<file path="config.mk">
export PLATFORM = sky130hd
export DESIGN_NAME = qkag_frac_div
export DESIGN_NICKNAME = d
export VERILOG_FILES = /design/src/hdl/qkag_pkg.sv /design/src/hdl/qkag_frac_div.sv
export SDC_FILE = /design/constraint.sdc
export NUM_CORES = 2
export LEC_CHECK = 0
export ABC_CLOCK_PERIOD_IN_PS = 2800
export CAP_MARGIN = 20
export CORE_MARGIN = 4
export CORE_UTILIZATION = 31
export CTS_CLUSTER_SIZE = 10
export DETAILED_ROUTE_END_ITERATION = 10
export DONT_BUFFER_PORTS = 1
export GPL_ROUTABILITY_DRIVEN = 0
export PLACE_DENSITY = 0.48
export SLEW_MARGIN = 40
export SYNTH_ARGS = -nofsm -noshare
export SYNTH_HDL_FRONTEND = slang
export SYNTH_SLANG_ARGS = --single-unit
</file>
<file path="constraint.sdc">
create_clock -name clk -period 2.8 [get_ports clk]
set_input_delay 0.56 -clock clk [delete_from_list [all_inputs] [get_ports clk]]
set_output_delay 0.56 -clock clk [all_outputs]
set_load 0.02 [all_outputs]
</file>
<file path="src/hdl/qkag_pkg.sv">
package qkag_pkg;

	// Largest image side; coordinate and dimension widths follow from it.
	localparam int MAX_DIM       = 4096;
	localparam int COORD_W       = $clog2(MAX_DIM);
	localparam int DIM_W         = $clog2(MAX_DIM + 1);
	localparam int FRAC_BITS_DEF = 16;

	// Corner fields: x in the low half-word, y above it.
	localparam int CX_W   = 16;
	localparam int CY_W   = 12;
	localparam int CY_LSB = 16;

	localparam int CFG_W     = 28;
	localparam int CFG_IDX_W = 3;
	localparam int BPP_W     = 3;
	localparam int OFF_W     = 26;
	localparam int ROW_W     = COORD_W + DIM_W;

	localparam logic [DIM_W-1:0] SRC_WIDTH_RST  = DIM_W'(640);
	localparam logic [DIM_W-1:0] DST_WIDTH_RST  = DIM_W'(320);
	localparam logic [DIM_W-1:0] DST_HEIGHT_RST = DIM_W'(240);
	localparam logic [BPP_W-1:0] BPP_RST        = BPP_W'(1);

	typedef enum logic [CFG_IDX_W-1:0] {
		REG_CORNER_TL = 3'd0,
		REG_CORNER_TR = 3'd1,
		REG_CORNER_BR = 3'd2,
		REG_CORNER_BL = 3'd3,
		REG_SRC_WIDTH = 3'd4,
		REG_DST_WIDTH = 3'd5,
		REG_DST_HEIGHT = 3'd6,
		REG_BPP       = 3'd7
	} cfg_reg_t;

	// Coordinate and range flag that travel alongside the pipeline.
	typedef struct packed {
		logic               err;
		logic [COORD_W-1:0] x;
		logic [COORD_W-1:0] y;
	} pix_t;

endpackage

</file>
<file path="src/hdl/qkag_frac_div.sv">
module qkag_frac_div #(
	parameter int FRAC_BITS = qkag_pkg::FRAC_BITS_DEF
) (
	input  logic                       clk,
	input  logic                       arst_n,
	input  logic                       in_vld,
	input  qkag_pkg::pix_t             in_pix,
	input  logic [qkag_pkg::DIM_W-1:0] den_x,
	input  logic [qkag_pkg::DIM_W-1:0] den_y,
	output logic                       out_vld,
	output qkag_pkg::pix_t             out_pix,
	output logic [FRAC_BITS-1:0]       u,
	output logic [FRAC_BITS-1:0]       v
);
	import qkag_pkg::*;

	// One restoring step per stage for both fractions.
	logic                 vld_s   [FRAC_BITS];
	pix_t                 pix_s   [FRAC_BITS];
	logic [DIM_W-1:0]     rem_x_s [FRAC_BITS];
	logic [DIM_W-1:0]     rem_y_s [FRAC_BITS];
	logic [FRAC_BITS-1:0] quo_x_s [FRAC_BITS];
	logic [FRAC_BITS-1:0] quo_y_s [FRAC_BITS];

	for (genvar k = 0; k < FRAC_BITS; k++) begin : g_step
		logic                 vld_prev;
		pix_t                 pix_prev;
		logic [DIM_W-1:0]     rx_prev;
		logic [DIM_W-1:0]     ry_prev;
		logic [FRAC_BITS-1:0] qx_prev;
		logic [FRAC_BITS-1:0] qy_prev;
		logic [DIM_W:0]       tx;
		logic [DIM_W:0]       ty;
		logic [DIM_W:0]       dx;
		logic [DIM_W:0]       dy;
		logic                 gex;
		logic                 gey;

		if (k == 0) begin : g_first
			// An out-of-range item starts from zero; its offsets are zeroed at the output.
			assign vld_prev = in_vld;
			assign pix_prev = in_pix;
			assign rx_prev  = in_pix.err ? '0 : {{(DIM_W-COORD_W){1'b0}}, in_pix.x};
			assign ry_prev  = in_pix.err ? '0 : {{(DIM_W-COORD_W){1'b0}}, in_pix.y};
			assign qx_prev  = '0;
			assign qy_prev  = '0;
		end else begin : g_next
			assign vld_prev = vld_s[k-1];
			assign pix_prev = pix_s[k-1];
			assign rx_prev  = rem_x_s[k-1];
			assign ry_prev  = rem_y_s[k-1];
			assign qx_prev  = quo_x_s[k-1];
			assign qy_prev  = quo_y_s[k-1];
		end

		always_comb begin
			tx  = {rx_prev, 1'b0};
			ty  = {ry_prev, 1'b0};
			dx  = tx - {1'b0, den_x};
			dy  = ty - {1'b0, den_y};
			gex = tx >= {1'b0, den_x};
			gey = ty >= {1'b0, den_y};
		end

		always_ff @(posedge clk or negedge arst_n) begin
			if (!arst_n) begin
				vld_s[k] <= 1'b0;
			end else begin
				vld_s[k] <= vld_prev;
			end
		end

		always_ff @(posedge clk) begin
			if (vld_prev) begin
				pix_s[k]   <= pix_prev;
				rem_x_s[k] <= gex ? dx[DIM_W-1:0] : tx[DIM_W-1:0];
				rem_y_s[k] <= gey ? dy[DIM_W-1:0] : ty[DIM_W-1:0];
				quo_x_s[k] <= {qx_prev[FRAC_BITS-2:0], gex};
				quo_y_s[k] <= {qy_prev[FRAC_BITS-2:0], gey};
			end
		end
	end

	assign out_vld = vld_s[FRAC_BITS-1];
	assign out_pix = pix_s[FRAC_BITS-1];
	assign u       = quo_x_s[FRAC_BITS-1];
	assign v       = quo_y_s[FRAC_BITS-1];

endmodule

</file>
==> impl_summary.txt <==
----------------------------------------------------
[Outcome]
  Result of the run ... finished clean

[Drt]
  Initial DRT Pass Iterations ... 5
  Count of vias placed by the detailed router ... 35886
  Via-per-instance ratio ... 4.82
  First DRT Iteration DRCs ... 2046
  Detail Route Antenna Nets ... 0
  Drt wl/cell ... 18.9 um
  Total wirelength of the detailed-routed design ... 141000 um
  DRC violation count after routing ... 0

[Placed design]
  Instance area at placement ... 65300 um^2
  Detailed-placement wirelength estimate ... 102000 um
  Quantity of I/O buffers inserted on ports ... 0

[STA]
  Fin. max-slew vios ... 0
  Final critical delay including setup and external delays ... 2.73 ns
  Setup violators final ... 0
  Setup skew after layout ... 0.0416 ns
  Total count of hold-check failures in the final report ... 0
  Headroom to the max-slew limit ... 53.7%
  Top achievable clock speed ... 367 MHz
  Actual slew at the worst max-slew pin ... 0.694 ns
  Final critical-path share of the clock period ... 97.4%

[Final layout]
  Signed area change from the synthesized netlist to the final layout ... 26.7%
  Number of nets in the final layout ... 5520
  Fin area ... 69900 um^2
  Fillcell total ... 16679
  Proportion of layout cells with a drive suffix above 1 ... 27.7%
  Post-Route Utilization ... 39.6%

[Floorplanning]
  Starting density of the core ... 31.3%
  DIE WIDTH ... 430 um
  Core area ... 176000 um^2
  Number of placement rows ... 154
  Die outline height ... 430 um
  I/O pin cnt ... 112
  Die Area ... 185000 um^2

[Power and ir drop]
  Worst IR drop on VDD ... 0.484 mV
  Power per cell area ... 1040 nW/um^2
  Leak pwr ... 27.1 nW

[Setup path]
  Setup slack on the worst flop-to-flop path ... 0.07 ns
  Arrival time reported for the critical path endpoint ... 3.25 ns
  Slowest library cell on the worst path ... fa_1
  Most frequent CP cell ... buf_4
  Endpoint class of the critical path ... register
  Reg2reg path depth ... 10
  Reg2Reg Capture Point ... rem_x_s[1][68]$_DFFE_PP_
  Largest driver fanout on the critical path ... 7
  Startpoint of the lowest-slack register-to-register path ... rem_x_s[1][52]$_SDFFCE_PP0P_
  Class of the most critical setup path ... register to register
  Startpoint types ... register
  Required time of the critical path ... 3.33 ns
  Critical-path cell list ... inv_1, fa_1, nor2b_2, o31ai_1, a221oi_1, buf_4, o21bai_1, a21oi_1, buf_4, mux2_2
  Crit-path max cell delay ... 0.43 ns

[Synthesis]
  Post-synth EDFFs ... 1062
  Post-synthesis instance total ... 4068
  Most used flip-flop cell after synthesis ... edfxtp_1
  Post-synthesis area per instance ... 13.6 um^2
  Number of warning messages in the yosys log ... 0
  Net count after synthesis ... 4566
  Share of flip-flops with an asynchronous set or reset after synthesis ... 1.48%
  Number of distinct library cells after synthesis ... 77
  Synthesis-stage register bit count ... 1078
  Register area share after synthesis ... 58.5%
  Synthesized area ... 55200 um^2

[Min path]
  Hold worst-path end ... rem_y_s[0][1]$_DFFE_PP_
  Count of cells along the worst hold path ... 2
  Min-Delay Path Class ... input port to register
  Worst Hold Launch ... in_pix[0]

[Clock tree]
  Longest Clk Path Bufs ... 3
  CTS Buf Count ... 136
  Clk Tree Root Cell ... clkbuf_16
  CTS tree ... built
  Clock latency at the later pin of the worst-skew pair ... 0.78 ns
  CTS H-tree depth ... 4
  TritonCTS Sinks ... 1078
  Clock-pin slew on the worst setup and hold paths ... 0.05 ns

[Global routing]
  Wire length of the first global-routing pass ... 217000 um
  Pin count of the biggest net entering global routing ... 60
  Initial antenna violation count ... 5
  Overall Global Routing Usage ... 15.2%
  Vias in the first global route ... 36818
  Congestion Overflow GR ... 0

[Flow run]
  Max-capacitance violation count ... 0

----------------------------------------------------
## through the flow
step                hold slack (ns)  TNS, ns  setup slack [ns]  total power (W)  std cells
detailed placement            0.269   -52.24            -0.307           0.0569       7188
global placement              0.269   -48.92            -0.305           0.0566       7186
global route                 0.0768  -0.0187          -0.00664           0.0782       7443
floorplan                     0.264   -39.10            -0.294           0.0449       4068
finish                        0.114        0            0.0737           0.0730       7445
CTS                          0.0340        0           0.00736           0.0738       7436
## worst max-delay path by stage
stage                                             from                  endpoint  cells after the start
after floorplan                               den_y[2]  rem_y_s[0][18]$_DFFE_PP_                      9
after global placement                        den_y[2]  rem_y_s[0][16]$_DFFE_PP_                     10
after detailed placement                      den_y[2]  rem_y_s[0][17]$_DFFE_PP_                     10
after CTS                      rem_y_s[0][1]$_DFFE_PP_  rem_y_s[0][16]$_DFFE_PP_                      8
after global routing      rem_y_s[0][26]$_SDFFCE_PP0P_  rem_y_s[0][49]$_DFFE_PP_                     10
final                     rem_x_s[1][52]$_SDFFCE_PP0P_  rem_x_s[1][68]$_DFFE_PP_                     10
## area by class of cell
class	instances	area, um^2	share of cell area (%)
inverter	138	571	0.816
antenna	4	10.0	0.0143
sequential	1078	32300	46.3
clock buffer	177	3630	5.19
tap	2340	2930	4.19
timing repair buffer	865	7450	10.7
clock inverter	40	447	0.639
multi-input combinational	2803	22500	32.2
## logic make-up after synthesis
logic type,share of synthesized area [%]
fa+ha+maj,10.5
flops,58.5
compound gates,10.9
mux,6.66
simple gates,8.27
buf+inv,1.36
xor+xnor,3.86
## layer usage
layer / wire, um / global-route usage, % / part of all wire (%)
met5: 0 / 0 / 0
met1: 63800 / 19.8 / 45
met3: 5140 / 2.58 / 3.7
met2: 66900 / 25.2 / 48
met4: 4620 / 5.57 / 3.3
## state kept, by name (all words and copies together) (netlist names)
register and flops:
rem_y_s 195, rem_x_s 195, pix_s 400, g_step.vld_prev 15, quo_y_s 136, out_vld 1
quo_x_s 136
## repair_timing
action | CTS | global route
resized for setup | 0 | 32
endpoints found under the setup margin | 0 | 123
hold buffers | 31 | 0
hold endpoints to repair | 119 | 0
setup buffers | 0 | 3
## worst max-delay path, delay by kind of cell, from the launching register on
kind | cells | cell delay (ns)
compound gates | 4 | 0.71
fa+ha+maj | 1 | 0.43
mux | 1 | 0.34
simple gates | 1 | 0.16
flops | 1 | 0.39
buf+inv | 3 | 0.45
## synth_stat cells (35+ instances only)
| cell type | number | share of area [%] |
|---|---|---|
| edfxtp_1 | 1062 | 58 |
| ha_1 | 414 | 9.4 |
| mux2_2 | 277 | 5.7 |
| a21oi_1 | 260 | 2.4 |
| nor2_1 | 226 | 1.5 |
| xnor2_1 | 191 | 3.0 |
| inv_1 | 137 | 0.93 |
| o21ai_0 | 137 | 1.2 |
| nand2_1 | 128 | 0.87 |
| nor3_1 | 108 | 0.98 |
| nor2b_1 | 83 | 0.94 |
| o21a_1 | 83 | 1.1 |
| a21o_1 | 70 | 0.95 |
| nand2b_1 | 57 | 0.65 |
| nand3_1 | 56 | 0.51 |
| xor2_1 | 52 | 0.83 |
| or3_1 | 47 | 0.53 |
| mux2i_1 | 45 | 0.82 |
| nand4_1 | 45 | 0.51 |
| o31ai_1 | 43 | 0.59 |
| a211oi_1 | 35 | 0.48 |
| and2_1 | 35 | 0.40 |
## power breakdown
group          total [W]  internal (W)  switching [W]
registers         0.0250        0.0228        0.00217
logic             0.0319        0.0177         0.0143
clock network     0.0161       0.00927        0.00683
## placed cells by master (no fill, tap or decap), drive strengths merged, types with 45 or more instances in the layout
cell type	instances
a21o	70
a21oi	261
buf	836
clkbuf	178
edfxtp	1062
ha	414
inv	130
mux2	284
mux2i	45
nand2	128
nand2b	57
nand3	56
nand4	45
nor2	226
nor2b	84
nor3	108
o21a	83
o21ai	139
or3	47
xnor2	191
xor2	52
Note: power is estimated with default switching activity, not from simulation.
